--- src/rtl/window_overlay_raster_top_defines.svh ---
// Assertion macros shared by the window overlay raster RTL.
// Included by the modules that carry concurrent assertions; no other dependencies.
`ifndef WINDOW_OVERLAY_RASTER_TOP_DEFINES_SVH
`define WINDOW_OVERLAY_RASTER_TOP_DEFINES_SVH

// Clocked property that is switched off while reset is high.
`define WOR_ASSERT(label, clk, rst, prop, msg) \
   label: assert property (@(posedge clk) disable iff (rst) prop) else $error(msg);

// Same-cycle implication built on the macro above.
`define WOR_ASSERT_IMP(label, clk, rst, ante, cons, msg) \
   `WOR_ASSERT(label, clk, rst, (ante) |-> (cons), msg)

`endif

--- src/rtl/wor_pkg.sv ---
// Shared constants, register codes and item types of the window overlay raster.
// No dependencies; every RTL module imports this package.
package wor_pkg;

   localparam int MAX_WINDOWS    = 16;
   localparam int COORD_BITS     = 12;
   localparam int CHAR_BITS      = 8;
   localparam int INDEX_BITS     = 4;
   localparam int COUNT_BITS     = 5;
   localparam int CELL_IDX_BITS  = (MAX_WINDOWS > 1) ? $clog2(MAX_WINDOWS) : 1;
   localparam int CSR_ADDR_BITS  = 5;
   localparam int CSR_DATA_BITS  = 32;
   localparam int REQ_TDATA_BITS = 64;
   localparam int RSP_TDATA_BITS = 8;

   // Register reset values.
   localparam logic [COORD_BITS-1:0] X_LOW_RESET  = COORD_BITS'(0);
   localparam logic [COORD_BITS-1:0] X_HIGH_RESET = COORD_BITS'(79);
   localparam logic [COORD_BITS-1:0] Y_LOW_RESET  = COORD_BITS'(0);
   localparam logic [COORD_BITS-1:0] Y_HIGH_RESET = COORD_BITS'(23);
   localparam logic [CHAR_BITS-1:0]  BG_RESET     = CHAR_BITS'(32);
   localparam logic [COUNT_BITS-1:0] COUNT_RESET  = COUNT_BITS'(0);

   // Register indexes (byte address divided by four).
   typedef enum logic [2:0] {
      REG_X_LOW  = 3'd0,
      REG_X_HIGH = 3'd1,
      REG_Y_LOW  = 3'd2,
      REG_Y_HIGH = 3'd3,
      REG_BG     = 3'd4,
      REG_COUNT  = 3'd5
   } wor_reg_type;

   typedef logic [COORD_BITS-1:0] coord_type;

   // Configuration as seen by the datapath.
   typedef struct packed {
      coord_type             x_low;
      coord_type             x_high;
      coord_type             y_low;
      coord_type             y_high;
      logic [CHAR_BITS-1:0]  bg;
      logic [COUNT_BITS-1:0] count;
   } wor_cfg_type;

   // One window table entry.
   typedef struct packed {
      coord_type            xl;
      coord_type            yl;
      coord_type            xh;
      coord_type            yh;
      logic [CHAR_BITS-1:0] ch;
   } wor_win_type;

   // An item as it moves down the chain of cells.
   typedef struct packed {
      logic                  is_pixel;
      logic [INDEX_BITS-1:0] window_index;
      wor_win_type           win;
      coord_type             col;
      coord_type             row;
      logic [CHAR_BITS-1:0]  pix;
      logic                  line_end;
      logic                  frame_end;
   } wor_tok_type;

endpackage

--- src/rtl/wor_csr.sv ---
// Configuration register file of the window overlay raster, APB-style write and read.
// Depends on wor_pkg.
module wor_csr (
   input  logic                                  clock,
   input  logic                                  reset,
   input  logic                                  csr_psel,
   input  logic                                  csr_penable,
   input  logic                                  csr_pwrite,
   input  logic [wor_pkg::CSR_ADDR_BITS-1:0]     csr_paddr,
   input  logic [wor_pkg::CSR_DATA_BITS-1:0]     csr_pwdata,
   output logic [wor_pkg::CSR_DATA_BITS-1:0]     csr_prdata,
   output logic                                  csr_pready,
   output wor_pkg::wor_cfg_type                  cfg,
   output logic                                  restart
);
   import wor_pkg::*;

   wor_cfg_type cfg_ff, cfg_in;
   logic        restart_ff, restart_in;
   logic        wr_en;
   wor_reg_type reg_sel;

   assign wr_en   = csr_psel & csr_penable & csr_pwrite;
   assign reg_sel = wor_reg_type'(csr_paddr[4:2]);

   // Register writes; any display corner write restarts the raster.
   always_comb begin
      cfg_in     = cfg_ff;
      restart_in = 1'b0;
      if (wr_en) begin
         case (reg_sel)
            REG_X_LOW: begin
               cfg_in.x_low = csr_pwdata[COORD_BITS-1:0];
               restart_in   = 1'b1;
            end
            REG_X_HIGH: begin
               cfg_in.x_high = csr_pwdata[COORD_BITS-1:0];
               restart_in    = 1'b1;
            end
            REG_Y_LOW: begin
               cfg_in.y_low = csr_pwdata[COORD_BITS-1:0];
               restart_in   = 1'b1;
            end
            REG_Y_HIGH: begin
               cfg_in.y_high = csr_pwdata[COORD_BITS-1:0];
               restart_in    = 1'b1;
            end
            REG_BG:    cfg_in.bg    = csr_pwdata[CHAR_BITS-1:0];
            REG_COUNT: cfg_in.count = csr_pwdata[COUNT_BITS-1:0];
            default:   cfg_in = cfg_ff;
         endcase
      end
   end

   always_ff @(posedge clock) begin
      if (reset) begin
         cfg_ff.x_low  <= X_LOW_RESET;
         cfg_ff.x_high <= X_HIGH_RESET;
         cfg_ff.y_low  <= Y_LOW_RESET;
         cfg_ff.y_high <= Y_HIGH_RESET;
         cfg_ff.bg     <= BG_RESET;
         cfg_ff.count  <= COUNT_RESET;
         restart_ff    <= 1'b0;
      end else begin
         cfg_ff     <= cfg_in;
         restart_ff <= restart_in;
      end
   end

   // Read-back mux.
   always_comb begin
      csr_prdata = '0;
      case (reg_sel)
         REG_X_LOW:  csr_prdata = CSR_DATA_BITS'(cfg_ff.x_low);
         REG_X_HIGH: csr_prdata = CSR_DATA_BITS'(cfg_ff.x_high);
         REG_Y_LOW:  csr_prdata = CSR_DATA_BITS'(cfg_ff.y_low);
         REG_Y_HIGH: csr_prdata = CSR_DATA_BITS'(cfg_ff.y_high);
         REG_BG:     csr_prdata = CSR_DATA_BITS'(cfg_ff.bg);
         REG_COUNT:  csr_prdata = CSR_DATA_BITS'(cfg_ff.count);
         default:    csr_prdata = '0;
      endcase
   end

   assign csr_pready = 1'b1;
   assign cfg        = cfg_ff;
   assign restart    = restart_ff;

endmodule

--- src/rtl/wor_raster.sv ---
// Raster position counters: column and row of the next pixel and its end-of-line and end-of-frame flags.
// Depends on wor_pkg.
module wor_raster (
   input  logic                 clock,
   input  logic                 reset,
   input  wor_pkg::wor_cfg_type cfg,
   input  logic                 restart,
   input  logic                 pixel_accept,
   output wor_pkg::coord_type   col,
   output wor_pkg::coord_type   row,
   output logic                 line_end,
   output logic                 frame_end
);
   import wor_pkg::*;

   coord_type col_ff, col_in;
   coord_type row_ff, row_in;
   coord_type cur_col, cur_row;
   logic      le, fe;

   // A pending restart replaces the stored position with the display corner.
   always_comb begin
      cur_col = restart ? cfg.x_low : col_ff;
      cur_row = restart ? cfg.y_low : row_ff;
      le      = (cur_col == cfg.x_high);
      fe      = le && (cur_row == cfg.y_high);
   end

   // Step in raster order when a pixel item is taken; wrap to x_low at line end, y_low at frame end.
   always_comb begin
      col_in = cur_col;
      row_in = cur_row;
      if (pixel_accept) begin
         if (!le) begin
            col_in = cur_col + COORD_BITS'(1);
         end else begin
            col_in = cfg.x_low;
            row_in = fe ? cfg.y_low : cur_row + COORD_BITS'(1);
         end
      end
   end

   always_ff @(posedge clock) begin
      if (reset) begin
         col_ff <= X_LOW_RESET;
         row_ff <= Y_LOW_RESET;
      end else begin
         col_ff <= col_in;
         row_ff <= row_in;
      end
   end

   assign col       = cur_col;
   assign row       = cur_row;
   assign line_end  = le;
   assign frame_end = fe;

endmodule

--- src/rtl/wor_cell.sv ---
// One cell of the window chain: holds one table entry, takes loads addressed to it,
// and paints passing pixel items it covers. Depends on wor_pkg.
module wor_cell (
   input  logic                                clock,
   input  logic                                reset,
   input  logic                                advance,
   input  logic [wor_pkg::CELL_IDX_BITS-1:0]   cell_idx,
   input  logic [wor_pkg::COUNT_BITS-1:0]      window_count,
   input  logic                                in_valid,
   input  wor_pkg::wor_tok_type                in_tok,
   output logic                                out_valid,
   output wor_pkg::wor_tok_type                out_tok
);
   import wor_pkg::*;

   wor_win_type ent_ff, ent_in;
   wor_tok_type tok_ff, tok_in;
   logic        valid_ff, valid_in;
   logic        hit, active, wr;

   // Cover test and entry write decode.
   always_comb begin
      hit = (in_tok.col >= ent_ff.xl) && (in_tok.col <= ent_ff.xh) &&
            (in_tok.row >= ent_ff.yl) && (in_tok.row <= ent_ff.yh);
      active = (32'(cell_idx) < 32'(window_count));
      wr = advance && in_valid && !in_tok.is_pixel &&
           (32'(in_tok.window_index) == 32'(cell_idx));
   end

   // Later cells paint over earlier ones, so an active covering cell overrides the char.
   always_comb begin
      tok_in   = tok_ff;
      valid_in = valid_ff;
      ent_in   = wr ? in_tok.win : ent_ff;
      if (advance) begin
         valid_in = in_valid;
         tok_in   = in_tok;
         if (in_tok.is_pixel && active && hit) begin
            tok_in.pix = ent_ff.ch;
         end
      end
   end

   always_ff @(posedge clock) begin
      if (reset) begin
         valid_ff <= 1'b0;
      end else begin
         valid_ff <= valid_in;
      end
   end

   always_ff @(posedge clock) begin
      tok_ff <= tok_in;
      ent_ff <= ent_in;
   end

   assign out_valid = valid_ff;
   assign out_tok   = tok_ff;

endmodule

--- src/rtl/window_overlay_raster_top.sv ---
// Top level of the window overlay raster: register file, raster counters,
// a chain of window cells and the result register. Depends on wor_pkg, wor_csr,
// wor_raster, wor_cell and window_overlay_raster_top_defines.svh.
//
// Use: items arrive on the req_ stream. tuser bit 0 is the kind: 0 loads the window
// entry named in tdata, 1 asks for the next raster pixel. Each pixel item gives one
// result item on the rsp_ stream (character in tdata, end of line in tuser, end of
// frame in tlast); a load gives none. Items enter one per cycle while the chain is not
// held, a rate set by the chain advancing one cell per clock, and move through one cell
// per window entry, MAX_WINDOWS cells in all, so a loaded entry affects every pixel item
// taken after it. A pixel item passes through each cell register and the result register
// before it reaches rsp_. When the receiver stalls with a result waiting, the whole chain
// holds and req_tready drops in the same cycle; nothing is lost. Reset empties the chain
// and the result register, restores the register defaults and puts the raster at the
// display's top-left corner; the window table is not cleared and must be loaded before
// use. The user must write registers over the csr_ port only while no item is in flight;
// the block does not enforce this. A display corner write restarts the raster.
`include "window_overlay_raster_top_defines.svh"

module window_overlay_raster_top (
   input  logic                                  clock,
   input  logic                                  reset,
   // Configuration port.
   input  logic                                  csr_psel,
   input  logic                                  csr_penable,
   input  logic                                  csr_pwrite,
   input  logic [wor_pkg::CSR_ADDR_BITS-1:0]     csr_paddr,
   input  logic [wor_pkg::CSR_DATA_BITS-1:0]     csr_pwdata,
   output logic [wor_pkg::CSR_DATA_BITS-1:0]     csr_prdata,
   output logic                                  csr_pready,
   // Input stream.
   input  logic                                  req_tvalid,
   output logic                                  req_tready,
   // tdata: window_index[3:0], win_x_low[15:4], win_y_low[27:16],
   //        win_x_high[39:28], win_y_high[51:40], fill_char[59:52], zeros[63:60]
   input  logic [wor_pkg::REQ_TDATA_BITS-1:0]    req_tdata,
   // tuser: kind[0]
   input  logic [0:0]                            req_tuser,
   // Result stream.
   output logic                                  rsp_tvalid,
   input  logic                                  rsp_tready,
   // tdata: pixel_char[7:0]
   output logic [wor_pkg::RSP_TDATA_BITS-1:0]    rsp_tdata,
   // tuser: line_end[0]
   output logic [0:0]                            rsp_tuser,
   output logic                                  rsp_tlast
);
   import wor_pkg::*;

   wor_cfg_type cfg;
   logic        restart;
   logic        advance;
   logic        pixel_accept;
   coord_type   r_col, r_row;
   logic        r_le, r_fe;
   wor_tok_type head_tok;
   logic        last_pixel;

   logic        chain_valid [MAX_WINDOWS+1];
   wor_tok_type chain_tok   [MAX_WINDOWS+1];

   logic                      rsp_valid_ff, rsp_valid_in;
   logic [CHAR_BITS-1:0]      rsp_pix_ff, rsp_pix_in;
   logic                      rsp_le_ff, rsp_le_in;
   logic                      rsp_fe_ff, rsp_fe_in;

   wor_csr u_csr (
      .clock       (clock),
      .reset       (reset),
      .csr_psel    (csr_psel),
      .csr_penable (csr_penable),
      .csr_pwrite  (csr_pwrite),
      .csr_paddr   (csr_paddr),
      .csr_pwdata  (csr_pwdata),
      .csr_prdata  (csr_prdata),
      .csr_pready  (csr_pready),
      .cfg         (cfg),
      .restart     (restart)
   );

   // The chain moves unless a finished result is waiting on a stalled receiver.
   assign advance      = !(rsp_valid_ff && !rsp_tready);
   assign req_tready   = advance;
   assign pixel_accept = req_tvalid && advance && req_tuser[0];

   wor_raster u_raster (
      .clock        (clock),
      .reset        (reset),
      .cfg          (cfg),
      .restart      (restart),
      .pixel_accept (pixel_accept),
      .col          (r_col),
      .row          (r_row),
      .line_end     (r_le),
      .frame_end    (r_fe)
   );

   // Build the item that enters the first cell.
   always_comb begin
      head_tok.is_pixel     = req_tuser[0];
      head_tok.window_index = req_tdata[3:0];
      head_tok.win.xl       = req_tdata[15:4];
      head_tok.win.yl       = req_tdata[27:16];
      head_tok.win.xh       = req_tdata[39:28];
      head_tok.win.yh       = req_tdata[51:40];
      head_tok.win.ch       = req_tdata[59:52];
      head_tok.col          = r_col;
      head_tok.row          = r_row;
      head_tok.pix          = cfg.bg;
      head_tok.line_end     = r_le;
      head_tok.frame_end    = r_fe;
   end

   assign chain_valid[0] = req_tvalid;
   assign chain_tok[0]   = head_tok;

   // One cell per table entry, in painter's order.
   for (genvar i = 0; i < MAX_WINDOWS; i++) begin : g_cell
      wor_cell u_cell (
         .clock        (clock),
         .reset        (reset),
         .advance      (advance),
         .cell_idx     (CELL_IDX_BITS'(i)),
         .window_count (cfg.count),
         .in_valid     (chain_valid[i]),
         .in_tok       (chain_tok[i]),
         .out_valid    (chain_valid[i+1]),
         .out_tok      (chain_tok[i+1])
      );
   end

   // A pixel item sits at the end of the chain.
   assign last_pixel = chain_valid[MAX_WINDOWS] && chain_tok[MAX_WINDOWS].is_pixel;

   // Result register: only pixel items leave the chain as results.
   always_comb begin
      rsp_valid_in = rsp_valid_ff;
      rsp_pix_in   = rsp_pix_ff;
      rsp_le_in    = rsp_le_ff;
      rsp_fe_in    = rsp_fe_ff;
      if (advance) begin
         rsp_valid_in = last_pixel;
         rsp_pix_in   = chain_tok[MAX_WINDOWS].pix;
         rsp_le_in    = chain_tok[MAX_WINDOWS].line_end;
         rsp_fe_in    = chain_tok[MAX_WINDOWS].frame_end;
      end
   end

   always_ff @(posedge clock) begin
      if (reset) begin
         rsp_valid_ff <= 1'b0;
      end else begin
         rsp_valid_ff <= rsp_valid_in;
      end
   end

   always_ff @(posedge clock) begin
      rsp_pix_ff <= rsp_pix_in;
      rsp_le_ff  <= rsp_le_in;
      rsp_fe_ff  <= rsp_fe_in;
   end

   assign rsp_tvalid   = rsp_valid_ff;
   assign rsp_tdata    = rsp_pix_ff;
   assign rsp_tuser[0] = rsp_le_ff;
   assign rsp_tlast    = rsp_fe_ff;

   // An empty result register never holds back the input side.
   `WOR_ASSERT_IMP(a_ready_when_empty, clock, reset, !rsp_valid_ff, req_tready, "input stalled")
   // A pixel item leaving the last cell always lands in the result register.
   `WOR_ASSERT(a_pixel_kept, clock, reset, (advance && last_pixel) |=> rsp_valid_ff, "pixel lost")
   // A frame end is always also a line end.
   `WOR_ASSERT_IMP(a_frame_line, clock, reset, rsp_valid_ff && rsp_fe_ff, rsp_le_ff, "lone frame end")

endmodule
--- config.mk ---
export PLATFORM = sky130hd
export DESIGN_NAME = window_overlay_raster_top
export DESIGN_NICKNAME = d
export VERILOG_FILES = /design/src/rtl/wor_pkg.sv /design/src/rtl/wor_csr.sv /design/src/rtl/wor_raster.sv /design/src/rtl/wor_cell.sv /design/src/rtl/window_overlay_raster_top.sv
export VERILOG_INCLUDE_DIRS = /design/src /design/src/rtl
export SDC_FILE = /design/constraint.sdc
export NUM_CORES = 2
export LEC_CHECK = 0
export BUFFER_PORTS_ARGS = -buffer_cell sky130_fd_sc_hd__buf_2
export CAP_MARGIN = 15
export CORE_ASPECT_RATIO = 1.25
export CORE_MARGIN = 2
export CORE_UTILIZATION = 50
export CTS_BUF_LIST = sky130_fd_sc_hd__clkbuf_4 sky130_fd_sc_hd__clkbuf_8
export DETAILED_ROUTE_END_ITERATION = 10
export MAX_ROUTING_LAYER = met4
export PLACE_DENSITY_LB_ADDON = 0.25
export SLEW_MARGIN = 25
export SYNTH_ARGS = -nofsm -noshare
export SYNTH_HDL_FRONTEND = slang
export SYNTH_SLANG_ARGS = --single-unit
--- constraint.sdc ---
create_clock -name clock -period 70.3 [get_ports clock]
set_input_delay 14.06 -clock clock [delete_from_list [all_inputs] [get_ports clock]]
set_output_delay 14.06 -clock clock [all_outputs]
set_load 0.02 [all_outputs]
### Word level (Yosys, flattened, before mapping)

Cells that the tools add are included.

| storage, ports and cells | value |
|---|---|
| bits in registers | 2445 |
| output and inout port bits | 45 |

| operators by class | value |
|---|---|
| multiplexer cells | 25 |
| bitwise gates (word level) | 3 |
| reduce and logical (&&, ||, !) cells | 160 |
| $add $sub $neg | 2 |
| equal/unequal tests | 22 |
| magnitude comparators | 80 |

Operators with widths:

| kind | count |
|---|---|
| $ge 12x12->1 | 32 |
| $le 12x12->1 | 32 |
| $logic_and 1x1->1 | 132 |
| $mux 8 | 16 |
| $mux 12 | 7 |
| $pmux 12 s6 | 1 |
| $lt 4x5->1 const A | 8 |
| $eq 4x4->1 const B | 8 |
| $add 12x1->12 const B | 2 |
| $eq 12x12->1 | 2 |
| $lt 3x5->1 const A | 4 |
| $logic_not 1->1 | 18 |
| $eq 4x3->1 const B | 4 |
| $reduce_and 2->1 | 6 |
| $lt 1x5->1 const A | 2 |
| $lt 2x5->1 const A | 2 |
| $eq 4x2->1 const B | 2 |
| $eq 3x2->1 const B | 2 |
| $eq 3x3->1 const B | 2 |
| $eq 4x1->1 const B | 1 |
| $logic_not 4->1 | 1 |
| $reduce_or 4->1 | 1 |
| $eq 3x1->1 const B | 1 |
| $logic_not 3->1 | 1 |
| other kinds (4) | 5 |

### Logic depth before layout (Yosys ltp)

| depth | value |
|---|---|
| depth in word-level cells | 7 |
| gate-level depth with buffers | 12 |

### Hierarchy

A second synthesis with hierarchy kept.

| second synthesis, totals | value |
|---|---|
| cells, all modules | 6097 |
| area, all modules | 102040.4 um^2 |

By module, submodules not included:

| module | cells each | area each (um^2) | instances | sequential area each (um^2) |
|---|---|---|---|---|
| wor_cell | 342 | 6015.8 | 16 | 4554.4 |
| wor_csr | 338 | 3154.3 | 1 | 1241.2 |
| wor_raster | 270 | 2277.2 | 1 | 480.5 |
| window_overlay_raster_top | 17 | 356.6 | 1 | 320.3 |

### Worst setup path after synthesis

Ideal clock, no wire load.

| timing path | value |
|---|---|
| kind | input to output |
| start point | input rsp_tready |
| end point | output req_tready |
| buffers on the path | 2 |
| data arrival time | 53.560 ns |
| required time | 56.240 ns |
| stages | 4 |
| path slack | 2.680 ns |
| cells stage by stage | nor2b_1 clkbuf_1 clkinv_1 clkbuf_1 |

| between the ends | value |
|---|---|
| longest elaborated chain between the ends | 3 |

RTL lines:

| element | line | source |
|---|---|---|
| start, declared | window_overlay_raster_top.sv:41 | `input logic rsp_tready,` |
| $logic_not 1->1 | window_overlay_raster_top.sv:82 | `assign advance = !(rsp_valid_ff && !rsp_tready);` |
| $logic_and 1x1->1 | window_overlay_raster_top.sv:82 |  |
| $logic_not 1->1 | window_overlay_raster_top.sv:82 |  |
| end, declared | window_overlay_raster_top.sv:33 | `output logic req_tready,` |

Every way passes these cells.

### Worst setup path in the final report

| timing path | value |
|---|---|
| start point | input csr_paddr[3] in the netlist's numbering |
| end point | output csr_prdata[2] in the netlist's numbering |

| between the ends | value |
|---|---|
| longest elaborated chain between the ends | 2 |
| elaborated cells on any way between the ends | 7 |

RTL lines:

| element | line | source |
|---|---|---|
| start, declared | window_overlay_raster_top.sv:27 | `input logic [wor_pkg::CSR_ADDR_BITS-1:0] csr_paddr,` |
| $eq 3x3->1 (tied with other cells) | wor_csr.sv:73 | `case (reg_sel)` |
| $pmux 12 s6 * | wor_csr.sv:73 |  |
| end, declared | window_overlay_raster_top.sv:29 | `output logic [wor_pkg::CSR_DATA_BITS-1:0] csr_prdata,` |

Every way passes the cells marked *; elsewhere a longest branch is shown, timed or not.

==> reports/qor.yml <==
status:
  status: "complete, no violations"
cts:
  tritoncts: "done"
  clk_latency_ns: 1.04
  path_clk_slew_ns: 0.06
  clock-sinks: 2445
  numCtsBuffers: 387
  clock-root-buffer: "clkbuf_8"
  clockBufferDepth: 4
  cts_setup_buffers: 0
  cts_resized: 0
  cts-htree-levels: 5
  hold_buffers: 0
routing:
  via_count: 46500
  wire_per_inst_um: 18.2
  wl_met2_mm: 89.1
  top_layer: "met4"
  drt_iter0_markers: 2101
  wirelength_mm: 165
  wl_met3_mm: 7.47
  met1_length_mm: 61.9
  vias_per_cell: 5.12
  drc: 0
  dr.pass1.iters: 5
  postRouteAntennaNets: 0
setup_path:
  critPathKind: "in2out"
  critPathCaptureType: "output pin"
  cp_max_fo: 27
  required_ns: 56.24
  arrival_ns: 15.76
  start_kind: "input port"
sta:
  min_period_ns: 29.82
  setup_viol: 0
  maxSlewHeadroom_pct: 30.4
  rsz0062_at_grt: "false"
  skew_ns: 0.0609
  fin_crit_sh_pct: 42.4
  max_freq_mhz: 33.5
  fin_ws_ns: 40.48
  drv_slew: 0
  hold_viol_final: 0
  setup_total_negative_slack_ns: 0
  worst_pin_slew_ns: 1.04
hold_path:
  hold_path_class: "reg2reg"
floorplan:
  die_h_um: 496
  boundaryPins: 154
  die_w_um: 397
  dieArea_mm2: 0.197
  coreArea_mm2: 0.192
  initial_core_util_pct: 50.3
  rows: 180
logic_synthesis:
  synth_area_leaders: "edfxtp_1 (73%), ha_1 (10%), inv_1 (3.0%), dfxtp_1 (2.1%), mux2_2 (1.6%)"
  synthCells: 5752
  async_flop_share_pct: 0
  ys_ff_latch: 2445
  synth_top_cell_by_area: "edfxtp_1"
  synthFlopType: "edfxtp_1"
  yosysWarnings: 0
  synth_top_cell_area_share_pct: 72.7
  syn_area_mm2: 0.0967
  synth.distinct_cells: 84
  syn_avg_cell_area_um2: 16.8
  yosysSeqAreaShare_pct: 74.9
  synth_edf_count: 2342
final_layout:
  layoutNonFillerInstCount: 9093
  final_cell_mix: "edfxtp_1 (2342), ha_1 (770), inv_1 (769), clkbuf_8 (405), a21oi_1 (242)"
  ff_latch_area_mm2: 0.0724
  multi_input_area_mm2: 0.0212
  utilization_pct: 56.2
  area_growth_syn_to_layout_pct: 11.8
  layout_commonest_cell: "edfxtp_1"
  drive_gt1_share_pct: 14.4
  fin_nets: 7129
  num-fill-cells: 14800
placed_design:
  port_buffers: 106
  gp_congestion: 0.877
  dp_hpwl_mm: 117
  post-place-cells: 8409
  preCtsSetupSlack_ns: 40.58
power:
  pwr-share-comb_pct: 0.6
  seqPwrFrac_pct: 58.2
  powerDensity_mw_per_mm2: 26.0
  internal_power_w: 0.00226
  p_leak_nw: 45.4
  vdd_drop_max_mv: 0.0173
  p_sw_w: 0.000547
  power.share.clock_pct: 41.1
  p_sw_share_pct: 19.5
job:
  cap_violations: 0
global_route:
  antenna_found_initial: 3
  grt_pass1_wl_mm: 262
  overflow: 0
  grt_pass1_vias: 50000
  grt.total_usage_pct: 17.6
  grt_max_degree: 177
cell families after synthesis:
group,count (synthesis),share of synthesized area [%]
flops,2445,74.9
buf+inv,835,3.36
fa+ha+maj,770,9.96
compound gates,760,5.21
simple gates,696,3.79
mux,212,2.53
xor+xnor,32,0.290
other cells,2,0.00777
registers in the layout, summed over array words and instances (netlist names):
signal	count
g_cell.u_cell.ent_ff	896
g_cell.u_cell.out_tok	1436
g_cell.u_cell.out_valid	16
rsp_tdata	8
rsp_tlast	1
rsp_tuser	1
rsp_tvalid	1
u_csr.cfg	61
u_csr.restart	1
u_raster.col_ff	12
u_raster.row_ff	12
path summary, 6_finish.rpt:
check / to / depth (start not counted) / from / slack, ns
worst max-delay path: csr_prdata[2] / 5 / csr_paddr[3] / 40.48
worst min-delay path: g_cell[15].u_cell.ent_ff[1]$_DFFE_PP_ / 0 / g_cell[14].u_cell.out_tok[35]$_DFFE_PN_ / 0.39
worst max register to register: g_cell[0].u_cell.out_tok[5]$_DFFE_PN_ / 8 / u_csr.restart$_SDFF_PP0_ / 65.91
worst min register to register: g_cell[15].u_cell.ent_ff[1]$_DFFE_PP_ / 0 / g_cell[14].u_cell.out_tok[35]$_DFFE_PN_ / 0.39
per-stage QoR:
| step | area [um^2] | hold slack, ns | power, W |
|---|---|---|---|
| floorplan | 96800 | 0.400 | 0.00167 |
| global placement | 101000 | 0.401 | 0.00168 |
| detailed placement | 101000 | 0.405 | 0.00169 |
| CTS | 108000 | 0.397 | 0.00285 |
| global route | 108000 | 0.411 | 0.00291 |
| finish | 108000 | 0.394 | 0.00281 |
power by group through the flow:
stage / Sequential, W / Combinational, W / Clock [W]
after floorplan: 0.00166 / 0.0000113 / 0
after global routing: 0.00164 / 0.0000199 / 0.00125
after global placement: 0.00167 / 0.0000174 / 0
after detailed placement: 0.00167 / 0.0000180 / 0
after CTS: 0.00164 / 0.0000181 / 0.00119
final: 0.00164 / 0.0000181 / 0.00116
critical path: stages:
cell,delay [ns]
buf_2,0.44
nor2b_1,0.59
a211oi_1,0.20
a21oi_1,0.24
buf_2,0.21
layout make-up:
class	count	share of cell area (%)
diodes	4	0.00926
multi-input cells	2491	19.6
well taps	2548	2.95
flip-flops and latches	2445	67.0
repair buffers	155	0.872
clock buffers	529	6.02
clock inverters	151	0.864
inverters	770	2.68
synth_stat cells, types with 28 or more instances:
cell type     n
nor3_1       43
a21oi_1     242
nor2_1      125
mux2_2      137
nand3_1      28
a21o_1      176
ha_1        770
o211ai_1     49
o21ai_0      92
inv_1       769
mux2i_1      52
nand4_1     121
edfxtp_1   2342
dfxtp_1     103
nand2_1     198
nand2b_1     35
nor2b_1      55
a211o_1      29
metal layers:
metal  vias up  GRT usage, %
met5         -             -
met4         0          7.59
met3       382          3.44
met2       956          31.9
met1     22600          18.5
li1      22600             -
(Power assumes the default switching activity.)
